## src/rtl/core/b2nv12_pkg.sv

```systemverilog
// ----------------------------------------------------------------------------
// b2nv12_pkg
// Shared types, constants and color math for the BGRA to NV12 converter.
// ----------------------------------------------------------------------------
package b2nv12_pkg;

  localparam int unsigned MaxWidth  = 4096;
  localparam int unsigned MaxHeight = 4096;

  localparam int DimW        = 13;  // dimension registers
  localparam int CntW        = 12;  // raster counters
  localparam int PitchW      = 16;
  localparam int DivW        = DimW + CntW;  // counter times source size
  localparam int DivCntW     = $clog2(DivW);
  localparam int LumaOffW    = 28;
  localparam int ChromaOffW  = 29;
  localparam int FetchW      = 26;
  localparam int FetchIdxW   = FetchW - 2;   // pixel index, four bytes per pixel
  localparam int CfgIdxW     = 3;

  // Register indexes of the configuration port.
  localparam logic [CfgIdxW-1:0] CfgSrcWidth  = 3'd0;
  localparam logic [CfgIdxW-1:0] CfgSrcHeight = 3'd1;
  localparam logic [CfgIdxW-1:0] CfgDstWidth  = 3'd2;
  localparam logic [CfgIdxW-1:0] CfgDstHeight = 3'd3;
  localparam logic [CfgIdxW-1:0] CfgDstPitch  = 3'd4;

  typedef struct packed {
    logic       mode;
    logic [7:0] blue;
    logic [7:0] green;
    logic [7:0] red;
  } in_t;

  typedef struct packed {
    logic                  pixel_valid;
    logic [7:0]            luma;
    logic [LumaOffW-1:0]   luma_offset;
    logic                  chroma_valid;
    logic [7:0]            chroma_blue;
    logic [7:0]            chroma_red;
    logic [ChromaOffW-1:0] chroma_offset;
    logic [FetchW-1:0]     next_fetch_offset;
    logic                  frame_last;
  } out_t;

  typedef struct packed {
    logic [DimW-1:0]   src_width;
    logic [DimW-1:0]   src_height;
    logic [DimW-1:0]   dst_width;
    logic [DimW-1:0]   dst_height;
    logic [PitchW-1:0] dst_pitch;
  } cfg_t;

  typedef enum logic [2:0] {
    ST_IDLE,
    ST_MUL,
    ST_SUM,
    ST_DIV,
    ST_ROW,
    ST_FETCH,
    ST_OUT
  } state_e;

  typedef struct packed {
    logic capture;
    logic mul;
    logic sum;
    logic div_start;
    logic row;
    logic fetch;
    logic load;
  } cmd_t;

  typedef struct packed {
    logic div_done;
    logic out_free;
  } sts_t;

  // A size of zero acts as one, a size above the maximum acts as the maximum.
  function automatic logic [DimW-1:0] eff_dim(input logic [DimW-1:0] v,
                                               input logic [DimW-1:0] max_v);
    logic [DimW-1:0] r;
    if (v == '0) begin
      r = DimW'(1);
    end else if (v > max_v) begin
      r = max_v;
    end else begin
      r = v;
    end
    return r;
  endfunction

  function automatic logic [7:0] calc_luma(input logic [7:0] r, input logic [7:0] g,
                                           input logic [7:0] b);
    logic [15:0] s;
    logic [8:0]  y;
    s = 16'd66 * 16'(r) + 16'd129 * 16'(g) + 16'd25 * 16'(b) + 16'd128;
    y = 9'(s[15:8]) + 9'd16;
    return (y > 9'd255) ? 8'hFF : y[7:0];
  endfunction

  // The sum already carries the +128 offset scaled by 256. A negative sum
  // behaves as a huge unsigned value and clamps high.
  function automatic logic [7:0] clamp_chroma(input logic signed [17:0] s);
    logic [7:0] c;
    if (s[17:16] != 2'b00) begin
      c = 8'hFF;
    end else begin
      c = s[15:8];
    end
    return c;
  endfunction

  function automatic logic [7:0] calc_cb(input logic [7:0] r, input logic [7:0] g,
                                         input logic [7:0] b);
    logic signed [17:0] s;
    s = -18'sd38 * $signed({10'b0, r}) - 18'sd74 * $signed({10'b0, g})
        + 18'sd112 * $signed({10'b0, b}) + 18'sd32896;
    return clamp_chroma(s);
  endfunction

  function automatic logic [7:0] calc_cr(input logic [7:0] r, input logic [7:0] g,
                                         input logic [7:0] b);
    logic signed [17:0] s;
    s = 18'sd112 * $signed({10'b0, r}) - 18'sd94 * $signed({10'b0, g})
        - 18'sd18 * $signed({10'b0, b}) + 18'sd32896;
    return clamp_chroma(s);
  endfunction

endpackage

```

## src/rtl/core/b2nv12_div.sv

```systemverilog
// ----------------------------------------------------------------------------
// b2nv12_div
// Restoring divider, one quotient bit per cycle, for source coordinate lookup.
// ----------------------------------------------------------------------------
module b2nv12_div (
  input  logic                           clk_i,
  input  logic                           rst_ni,
  input  logic                           start_i,
  input  logic [b2nv12_pkg::DivW-1:0]    dividend_i,
  input  logic [b2nv12_pkg::DimW-1:0]    divisor_i,
  output logic                           done_o,
  output logic [b2nv12_pkg::DivW-1:0]    quotient_o
);
  import b2nv12_pkg::*;

  logic                busy_q;
  logic [DivCntW-1:0]  cnt_q;
  logic [DimW-1:0]     rem_q, rem_d;
  logic [DivW-1:0]     quo_q;
  logic [DimW:0]       trial, diff;
  logic                fits;

  // The dividend shifts out of the top of quo_q while quotient bits enter below.
  always_comb begin
    trial = {rem_q, quo_q[DivW-1]};
    diff  = trial - {1'b0, divisor_i};
    fits  = (trial >= {1'b0, divisor_i});
    rem_d = fits ? diff[DimW-1:0] : trial[DimW-1:0];
  end

  always_ff @(posedge clk_i or negedge rst_ni) begin
    if (!rst_ni) begin
      busy_q <= 1'b0;
    end else if (start_i) begin
      busy_q <= 1'b1;
    end else if (busy_q && cnt_q == DivCntW'(DivW - 1)) begin
      busy_q <= 1'b0;
    end
  end

  always_ff @(posedge clk_i) begin
    if (start_i) begin
      cnt_q <= '0;
      rem_q <= '0;
      quo_q <= dividend_i;
    end else if (busy_q) begin
      cnt_q <= cnt_q + 1'b1;
      rem_q <= rem_d;
      quo_q <= {quo_q[DivW-2:0], fits};
    end
  end

  assign done_o     = !busy_q;
  assign quotient_o = quo_q;

endmodule

```

## src/rtl/core/b2nv12_ctrl.sv

```systemverilog
// ----------------------------------------------------------------------------
// b2nv12_ctrl
// Sequencer that steps one item through the converter datapath.
// ----------------------------------------------------------------------------
module b2nv12_ctrl (
  input  logic                clk_i,
  input  logic                rst_ni,
  input  logic                in_valid_i,
  output logic                in_ready_o,
  input  b2nv12_pkg::sts_t    sts_i,
  output b2nv12_pkg::cmd_t    cmd_o
);
  import b2nv12_pkg::*;

  state_e state_q, state_d;

  always_ff @(posedge clk_i or negedge rst_ni) begin
    if (!rst_ni) begin
      state_q <= ST_IDLE;
    end else begin
      state_q <= state_d;
    end
  end

  always_comb begin
    state_d    = state_q;
    cmd_o      = '0;
    in_ready_o = 1'b0;
    case (state_q)
      ST_IDLE: begin
        in_ready_o = 1'b1;
        if (in_valid_i) begin
          cmd_o.capture = 1'b1;
          state_d       = ST_MUL;
        end
      end
      ST_MUL: begin
        cmd_o.mul = 1'b1;
        state_d   = ST_SUM;
      end
      ST_SUM: begin
        cmd_o.sum       = 1'b1;
        cmd_o.div_start = 1'b1;
        state_d         = ST_DIV;
      end
      ST_DIV: begin
        if (sts_i.div_done) begin
          state_d = ST_ROW;
        end
      end
      ST_ROW: begin
        cmd_o.row = 1'b1;
        state_d   = ST_FETCH;
      end
      ST_FETCH: begin
        cmd_o.fetch = 1'b1;
        state_d     = ST_OUT;
      end
      ST_OUT: begin
        if (sts_i.out_free) begin
          cmd_o.load = 1'b1;
          state_d    = ST_IDLE;
        end
      end
      default: begin
        state_d = ST_IDLE;
      end
    endcase
  end

endmodule

```

## src/rtl/core/b2nv12_dp.sv

```systemverilog
// ----------------------------------------------------------------------------
// b2nv12_dp
// Datapath: raster counters, color conversion, offsets and source lookup.
// ----------------------------------------------------------------------------
module b2nv12_dp (
  input  logic                clk_i,
  input  logic                rst_ni,
  input  b2nv12_pkg::cfg_t    cfg_i,
  input  b2nv12_pkg::in_t     in_data_i,
  input  b2nv12_pkg::cmd_t    cmd_i,
  output b2nv12_pkg::sts_t    sts_o,
  output logic                out_valid_o,
  input  logic                out_ready_i,
  output b2nv12_pkg::out_t    out_data_o
);
  import b2nv12_pkg::*;

  logic [DimW-1:0] sw_eff, sh_eff, dw_eff, dh_eff, sw_m1, sh_m1;
  logic [DimW-1:0] col_inc, row_inc;
  logic            last_col, last_row;

  logic [CntW-1:0] col_q, row_q;
  logic            mode_q, last_q;
  logic [7:0]      red_q, green_q, blue_q;
  logic [CntW-1:0] dx_q, dy_q;

  logic [7:0]            luma_q, cb_q, cr_q;
  logic [LumaOffW-1:0]   prod_luma, prod_luma_q;
  logic [LumaOffW-2:0]   prod_half, prod_half_q;
  logic [ChromaOffW-1:0] prod_base, prod_base_q;
  logic [DivW-1:0]       prod_x, prod_x_q, prod_y, prod_y_q;

  logic [LumaOffW-1:0]   luma_off_q;
  logic [ChromaOffW-1:0] chroma_off_q;

  logic                  x_done, y_done;
  logic [DivW-1:0]       quo_x, quo_y, sx_sat, sy_sat;
  logic [CntW-1:0]       sx_q, rowsel_q;
  logic [DivW-1:0]       prod_fetch;
  logic [FetchIdxW-1:0]  fetch_q;

  logic                  out_valid_q;
  out_t                  out_q, out_d;
  logic                  chroma_pos;

  always_comb begin
    sw_eff   = eff_dim(cfg_i.src_width,  DimW'(MaxWidth));
    sh_eff   = eff_dim(cfg_i.src_height, DimW'(MaxHeight));
    dw_eff   = eff_dim(cfg_i.dst_width,  DimW'(MaxWidth));
    dh_eff   = eff_dim(cfg_i.dst_height, DimW'(MaxHeight));
    sw_m1    = sw_eff - 1'b1;
    sh_m1    = sh_eff - 1'b1;
    col_inc  = {1'b0, col_q} + 1'b1;
    row_inc  = {1'b0, row_q} + 1'b1;
    // A counter left beyond a shrunken size counts as the last one.
    last_col = (col_inc >= dw_eff);
    last_row = (row_inc >= dh_eff);
  end

  // Raster position of the next pixel to arrive.
  always_ff @(posedge clk_i or negedge rst_ni) begin
    if (!rst_ni) begin
      col_q <= '0;
      row_q <= '0;
    end else if (cmd_i.capture) begin
      if (!in_data_i.mode) begin
        col_q <= '0;
        row_q <= '0;
      end else if (last_col) begin
        col_q <= '0;
        row_q <= last_row ? '0 : row_inc[CntW-1:0];
      end else begin
        col_q <= col_inc[CntW-1:0];
      end
    end
  end

  always_ff @(posedge clk_i) begin
    if (cmd_i.capture) begin
      mode_q  <= in_data_i.mode;
      red_q   <= in_data_i.red;
      green_q <= in_data_i.green;
      blue_q  <= in_data_i.blue;
      dx_q    <= col_q;
      dy_q    <= row_q;
      last_q  <= in_data_i.mode & last_col & last_row;
    end
  end

  always_comb begin
    prod_luma = LumaOffW'(dy_q) * LumaOffW'(cfg_i.dst_pitch);
    prod_half = (LumaOffW-1)'(dy_q >> 1) * (LumaOffW-1)'(cfg_i.dst_pitch);
    prod_base = ChromaOffW'(cfg_i.dst_height) * ChromaOffW'(cfg_i.dst_pitch);
    // The counters already hold the next position here.
    prod_x    = DivW'(col_q) * DivW'(sw_eff);
    prod_y    = DivW'(row_q) * DivW'(sh_eff);
  end

  always_ff @(posedge clk_i) begin
    if (cmd_i.mul) begin
      luma_q      <= calc_luma(red_q, green_q, blue_q);
      cb_q        <= calc_cb(red_q, green_q, blue_q);
      cr_q        <= calc_cr(red_q, green_q, blue_q);
      prod_luma_q <= prod_luma;
      prod_half_q <= prod_half;
      prod_base_q <= prod_base;
      prod_x_q    <= prod_x;
      prod_y_q    <= prod_y;
    end
    if (cmd_i.sum) begin
      luma_off_q   <= prod_luma_q + LumaOffW'(dx_q);
      chroma_off_q <= prod_base_q + ChromaOffW'(prod_half_q) + ChromaOffW'(dx_q);
    end
  end

  b2nv12_div u_div_x (
    .clk_i      (clk_i),
    .rst_ni     (rst_ni),
    .start_i    (cmd_i.div_start),
    .dividend_i (prod_x_q),
    .divisor_i  (dw_eff),
    .done_o     (x_done),
    .quotient_o (quo_x)
  );

  b2nv12_div u_div_y (
    .clk_i      (clk_i),
    .rst_ni     (rst_ni),
    .start_i    (cmd_i.div_start),
    .dividend_i (prod_y_q),
    .divisor_i  (dh_eff),
    .done_o     (y_done),
    .quotient_o (quo_y)
  );

  always_comb begin
    sx_sat     = (quo_x > DivW'(sw_m1)) ? DivW'(sw_m1) : quo_x;
    sy_sat     = (quo_y > DivW'(sh_m1)) ? DivW'(sh_m1) : quo_y;
    prod_fetch = DivW'(rowsel_q) * DivW'(sw_eff);
  end

  // The source is stored bottom-up, so row sy sits at stored row sh-1-sy.
  always_ff @(posedge clk_i) begin
    if (cmd_i.row) begin
      sx_q     <= sx_sat[CntW-1:0];
      rowsel_q <= sh_m1[CntW-1:0] - sy_sat[CntW-1:0];
    end
    if (cmd_i.fetch) begin
      fetch_q <= FetchIdxW'(prod_fetch + DivW'(sx_q));
    end
  end

  always_comb begin
    chroma_pos                = mode_q & ~dx_q[0] & ~dy_q[0];
    out_d                     = '0;
    out_d.pixel_valid         = mode_q;
    out_d.frame_last          = last_q;
    out_d.next_fetch_offset   = {fetch_q, 2'b00};
    if (mode_q) begin
      out_d.luma        = luma_q;
      out_d.luma_offset = luma_off_q;
    end
    if (chroma_pos) begin
      out_d.chroma_valid  = 1'b1;
      out_d.chroma_blue   = cb_q;
      out_d.chroma_red    = cr_q;
      out_d.chroma_offset = chroma_off_q;
    end
  end

  always_ff @(posedge clk_i or negedge rst_ni) begin
    if (!rst_ni) begin
      out_valid_q <= 1'b0;
    end else if (cmd_i.load) begin
      out_valid_q <= 1'b1;
    end else if (out_ready_i) begin
      out_valid_q <= 1'b0;
    end
  end

  always_ff @(posedge clk_i) begin
    if (cmd_i.load) begin
      out_q <= out_d;
    end
  end

  assign sts_o.div_done = x_done & y_done;
  assign sts_o.out_free = !out_valid_q || out_ready_i;
  assign out_valid_o    = out_valid_q;
  assign out_data_o     = out_q;

  a_load_free: assert property (@(posedge clk_i) disable iff (!rst_ni)
    cmd_i.load |-> (!out_valid_q || out_ready_i))
    else $error("result loaded over a beat that was not taken");

  a_col_range: assert property (@(posedge clk_i) disable iff (!rst_ni)
    cmd_i.capture |=> ({1'b0, col_q} < $past(dw_eff)))
    else $error("column counter left the destination width");

  a_div_idle: assert property (@(posedge clk_i) disable iff (!rst_ni)
    cmd_i.div_start |-> (x_done && y_done))
    else $error("division started while a divider was busy");

  a_chroma_pixel: assert property (@(posedge clk_i) disable iff (!rst_ni)
    (out_valid_q && out_q.chroma_valid) |-> out_q.pixel_valid)
    else $error("chroma beat without a pixel");

  a_start_clean: assert property (@(posedge clk_i) disable iff (!rst_ni)
    (out_valid_q && !out_q.pixel_valid) |->
      (out_q.luma_offset == '0 && !out_q.frame_last && out_q.chroma_offset == '0))
    else $error("start beat carries pixel fields");

endmodule

```

## src/rtl/core/bgra_to_nv12_scaled_converter_top.sv

```systemverilog
// ----------------------------------------------------------------------------
// bgra_to_nv12_scaled_converter_top
// BGRA to NV12 converter with nearest-neighbor scaling, BT.601 limited range.
// ----------------------------------------------------------------------------
// Each input beat is either a start item (mode 0), which resets the raster
// position to the top-left destination pixel, or the BGRA source pixel for the
// current destination position (mode 1). Every input beat yields exactly one
// output beat carrying the source byte offset to fetch for the next position;
// a pixel beat also carries luma and its plane offset, and chroma at even
// column and row. The frame wraps on its own after the last pixel. One item
// is processed at a time, and two bit-serial dividers map the destination
// position to a source column and row, one quotient bit per cycle over 25
// bits. A finished result sits in the output register, and the next item is
// accepted while it waits. The configuration port is always ready and should
// only be written while idle.
module bgra_to_nv12_scaled_converter_top (
  input  logic                             clk_i,
  input  logic                             rst_ni,
  input  logic                             in_valid_i,
  output logic                             in_ready_o,
  input  b2nv12_pkg::in_t                  in_data_i,
  output logic                             out_valid_o,
  input  logic                             out_ready_i,
  output b2nv12_pkg::out_t                 out_data_o,
  input  logic                             cfg_valid_i,
  output logic                             cfg_ready_o,
  input  logic [b2nv12_pkg::CfgIdxW-1:0]   cfg_index_i,
  input  logic [b2nv12_pkg::PitchW-1:0]    cfg_data_i
);
  import b2nv12_pkg::*;

  cfg_t cfg_q;
  cmd_t cmd;
  sts_t sts;

  always_ff @(posedge clk_i or negedge rst_ni) begin
    if (!rst_ni) begin
      cfg_q.src_width  <= DimW'(1920);
      cfg_q.src_height <= DimW'(1080);
      cfg_q.dst_width  <= DimW'(1920);
      cfg_q.dst_height <= DimW'(1080);
      cfg_q.dst_pitch  <= PitchW'(1920);
    end else if (cfg_valid_i) begin
      case (cfg_index_i)
        CfgSrcWidth:  cfg_q.src_width  <= cfg_data_i[DimW-1:0];
        CfgSrcHeight: cfg_q.src_height <= cfg_data_i[DimW-1:0];
        CfgDstWidth:  cfg_q.dst_width  <= cfg_data_i[DimW-1:0];
        CfgDstHeight: cfg_q.dst_height <= cfg_data_i[DimW-1:0];
        CfgDstPitch:  cfg_q.dst_pitch  <= cfg_data_i;
        default: begin
        end
      endcase
    end
  end

  assign cfg_ready_o = 1'b1;

  b2nv12_ctrl u_ctrl (
    .clk_i      (clk_i),
    .rst_ni     (rst_ni),
    .in_valid_i (in_valid_i),
    .in_ready_o (in_ready_o),
    .sts_i      (sts),
    .cmd_o      (cmd)
  );

  b2nv12_dp u_dp (
    .clk_i       (clk_i),
    .rst_ni      (rst_ni),
    .cfg_i       (cfg_q),
    .in_data_i   (in_data_i),
    .cmd_i       (cmd),
    .sts_o       (sts),
    .out_valid_o (out_valid_o),
    .out_ready_i (out_ready_i),
    .out_data_o  (out_data_o)
  );

endmodule
```

## config.mk

```make
export PLATFORM = sky130hd
export DESIGN_NAME = bgra_to_nv12_scaled_converter_top
export DESIGN_NICKNAME = d
export VERILOG_FILES = /design/src/rtl/core/b2nv12_pkg.sv /design/src/rtl/core/b2nv12_div.sv /design/src/rtl/core/b2nv12_ctrl.sv /design/src/rtl/core/b2nv12_dp.sv /design/src/rtl/core/bgra_to_nv12_scaled_converter_top.sv
export SDC_FILE = /design/constraint.sdc
export NUM_CORES = 2
export LEC_CHECK = 0
export ABC_CLOCK_PERIOD_IN_PS = 15200
export BUFFER_PORTS_ARGS = -buffer_cell sky130_fd_sc_hd__buf_2
export CORE_MARGIN = 5
export CORE_UTILIZATION = 25
export CTS_BUF_LIST = sky130_fd_sc_hd__clkbuf_16
export DETAILED_ROUTE_END_ITERATION = 10
export PLACE_DENSITY = 0.37
export REMOVE_ABC_BUFFERS = 1
export SYNTH_ARGS = -nofsm -noshare
export SYNTH_HDL_FRONTEND = slang
export SYNTH_SLANG_ARGS = --single-unit
export TNS_END_PERCENT = 30
```

## constraint.sdc

```tcl
create_clock -name clk_i -period 15.2 [get_ports clk_i]
set_clock_uncertainty 0.2 [all_clocks]
set_input_delay 3.04 -clock clk_i [delete_from_list [all_inputs] [get_ports clk_i]]
set_output_delay 3.04 -clock clk_i [all_outputs]
set_load 0.01 [all_outputs]
```

==> results.txt <==
- The flow ran to the end, and the final reports show no timing, DRC or antenna violations.
- Number of port buffers: roughly 160
- Met1 layer wirelength in the final routing: 84240 um
- Kind of cell adding the most delay to the critical path: adder cells
- Slowest cell delay on critical path: 0.75 ns
- By area the synthesized netlist is led by sky130_fd_sc_hd__fa_1 24%, sky130_fd_sc_hd__edfxtp_1 22%, sky130_fd_sc_hd__ha_1 15%, sky130_fd_sc_hd__inv_1 6.2%, sky130_fd_sc_hd__nand2_1 4.9%.
* Main flop type after synthesis: sky130_fd_sc_hd__edfxtp_1
- TritonCTS built the clock tree.
* Width of the chip: around 520 um
- The floorplan step defined a die boundary enclosing around 270000 um2.
- Counting flops with a built-in enable in the synthesized netlist gives 471.
* Leak pwr: about 34 nW
- Core Box Area: ~260000 um2
- Slowest CP cell: sky130_fd_sc_hd__edfxtp_1
- Post-CTS Resized: 0
* Worst Max-Slew Pin Slew: ~1.2 ns
- The tool flagged a number of max-cap violations equal to 0.
- Of the cells placed in the final design, the portion with a size suffix greater than 1 is 0.07845.
- Hold Crit Start: u_dp.fetch_q[3]$_DFFE_PN_
- For this configuration, the core starts out at a cell density of 0.2509.
* Arrival @ worst endpoint: roughly 7.5 ns
- After detailed routing, the total wire length is 180700 um.
* PD cells: between 200 and 250 nW/um2
* Maximum operating frequency: about 140 MHz
- Combined buffer and inverter count along the critical path: 5
- Req. time, crit path: around 15 ns
* Flip-flop and latch count after synthesis: roughly 600
* Kind of capture point of the worst setup path: flip-flop
* Clock root buffer: sky130_fd_sc_hd__clkbuf_16
* Maximum vdd ir drop: ~0.46 mV
- Summed over all nets, wire length on met3 after detailed routing comes to 6710 um.
- The setup path with the least slack is of type flip-flop to flip-flop.
* Final total negative setup slack: 0 ns
* Leading cell type by number of instances after synthesis: sky130_fd_sc_hd__inv_1
* GR Overflow Total: 0
- Avg Synthesized Cell Area: between 10 and 15 um2
- FP Rows: roughly 190
* Highest metal layer with signal wires: met5
* Element type at the critical path start: flip-flop
* Unrepaired setup endpoints after global routing: false
- Vias post-DR: roughly 44000
- Net total in the final layout: about 8000
- Tracing the worst setup path back leads to its startpoint at u_dp.red_q[1]$_DFFE_PP_.
* Async set or reset register ratio after synthesis: 0.1620
- Placed instance area: approximately 70000 um2
- Htree depth: 3
* Number of global-route vias before repair: between 40000 and 50000
- Dividing the final minimum period by the clock period gives 0.4782.
* Setup violations, final: 0
- Largest fanout of any net on the critical path: 9
- The finished cells cover 72840 um2.
- Minimum period implied by the final worst setup slack: ~7.3 ns
* Maximum number of buffers from clock root to sink: 3
* Count of yosys warnings during synthesis: 0
* Detailed route wirelength on metal2: around 86000 um
- The first global-routing pass estimated roughly 280000 um of wire.
- From bottom edge to top edge, the die measures 520.1 um.
- Most common library cells after synthesis: 1082 x sky130_fd_sc_hd__inv_1, 846 x sky130_fd_sc_hd__nand2_1, 785 x sky130_fd_sc_hd__fa_1
- The tightest min-delay check is of the flip-flop to flip-flop type.
- The number of max-slew violations in the final report is 0.
- From synthesis to final layout, the design area changed by 11.99%.
- Hold repair after CTS inserted 0 buffers.
- Pin count of the biggest net entering global routing: roughly 110
- Distinct cells, synth: between 90 and 100
- For this run, the total global-route usage over all layers was measured as 0.1347.
- Area of the mapped netlist: roughly 65000 um2
- Headroom to the max-slew limit came out at 0.1759.
* Fraction of post-synthesis cell area in the top cell type by area: 0.2416
- Cells after synthesis: approximately 6400
- The first routing iteration left slightly above 2000 violations.
* FF-to-FF Start: u_dp.red_q[1]$_DFFE_PP_
- After clock tree synthesis, the clock-pin slew on the worst setup and hold paths is around 0.060 ns.
- ~160 I/O pins were placed.
- Area leader, netlist: sky130_fd_sc_hd__fa_1
- After detailed routing, the number of remaining DRC violations is 0.
* Final routed wire length divided by cell count: 18.03 um
* Share of synthesized area occupied by flip-flops and latches: 0.2666
- Buffers inserted by post-CTS timing repair: 0
- Final GP Congestion: 0.7856
- In the routed layout, each cell is associated on average with a via count of 4.410.
* Clock latency on the worst-skew pair: a little over 0.7 ns
- The hold violation count in the final report is 0.
- CTS saw roughly 600 sinks.
- ANT nets after route: 0
- Antenna violations before repair: 27
- Length of the first detailed-routing pass in iterations: 5
- In this run, CTS created clock tree buffers numbering 85.
* HPWL after detailed placement: between 100000 and 150000 um
path summary, 6_finish.rpt:
kind	endpoint	slack, ns	cells after the start
setup / recovery	u_dp.cb_q[5]$_SDFFCE_PP1P_	7.93	28
hold / removal	u_dp.out_data_o[6]$_DFFE_PP_	0.21	0
setup reg to reg	u_dp.cb_q[5]$_SDFFCE_PP1P_	7.93	28
max in group asynchronous	cfg_q[14]$_DFFE_PN0P_	11.31	2
hold reg to reg	u_dp.out_data_o[6]$_DFFE_PP_	0.21	0
min in group asynchronous	cfg_q[49]$_DFFE_PN0P_	2.11	1
layout make-up:
class | instances | area [um2]
Antenna cell | 7 | 17.52
Clock buffer | 93 | 2327
Clock inverter | 63 | 533.0
Fill cell | 27309 | 186400
Inverter | 1082 | 4066
Multi-Input combinational cell | 4531 | 42860
Sequential cell | 605 | 17340
Tap cell | 3402 | 4257
Timing Repair Buffer | 242 | 1436
report_power, final:
group          total [mW]  internal [mW]  switching [mW]
Clock                2.06           1.23           0.830
Sequential           3.01           2.68           0.331
Combinational        9.55           3.80            5.75
through the flow:
step           cells  total power, mW  hold WS [ns]  setup slack [ns]  utilization
4_1_cts        10018            15.03        0.2168             7.842       0.2809
3_3_place_gp    9862            12.81        0.2049             7.919       0.2699
6_report       10025            14.63        0.2147             7.931       0.2810
3_5_place_dp    9862            12.80        0.2045             7.898       0.2699
5_1_grt        10020            16.26        0.2200             7.192       0.2809
2_1_floorplan   6218            9.776        0.2003             2.170            -
placed cells by master (no fill, tap or decap), types with 93 or more instances in the layout:
cell type	synthesis	final
sky130_fd_sc_hd__xnor2_1	209	209
sky130_fd_sc_hd__fa_1	785	785
sky130_fd_sc_hd__a21oi_1	198	198
sky130_fd_sc_hd__buf_2	4	157
sky130_fd_sc_hd__and2_1	419	419
sky130_fd_sc_hd__ha_1	761	761
sky130_fd_sc_hd__clkbuf_16	0	93
sky130_fd_sc_hd__o21ai_0	155	155
sky130_fd_sc_hd__edfxtp_1	471	471
sky130_fd_sc_hd__nand2_1	846	846
sky130_fd_sc_hd__nor2_1	185	184
sky130_fd_sc_hd__inv_1	1082	1096
flip-flops by register name, summed over array words and instances (netlist names), 12 cells and up:
register	count
u_dp.dy_q	12
u_dp.prod_half_q	27
u_dp.prod_base_q	29
u_dp.fetch_q	24
u_dp.prod_y_q	25
u_dp.out_data_o	108
u_dp.luma_off_q	28
u_dp.u_div_y.quotient_o	25
u_dp.u_div_x.quotient_o	25
u_dp.row_q	12
u_dp.u_div_y.rem_q	13
u_dp.dx_q	12
u_dp.sx_q	12
u_dp.u_div_x.rem_q	13
cfg_q	68
u_dp.rowsel_q	12
u_dp.prod_x_q	25
u_dp.chroma_off_q	29
u_dp.col_q	12
u_dp.prod_luma_q	28
cells by family (layout without fill, tap and decap cells):
group | after synthesis | in the layout | share of synthesized area
simple gates | 1854 | 1854 | 0.1385
other cells | 2 | 10 | 0.0001155
xor+xnor | 293 | 293 | 0.03957
fa+ha+maj | 1546 | 1546 | 0.3880
mux | 115 | 115 | 0.01899
compound gates | 720 | 720 | 0.07218
buf+inv | 1307 | 1480 | 0.07597
flops | 605 | 605 | 0.2666
layer usage:
metal,vias up,GRT usage
li1,21108,-
met1,22342,0.1806
met2,567,0.2281
met3,179,0.02037
met4,12,0.03307
met5,-,0
Note: power is estimated with default switching activity, not from simulation.
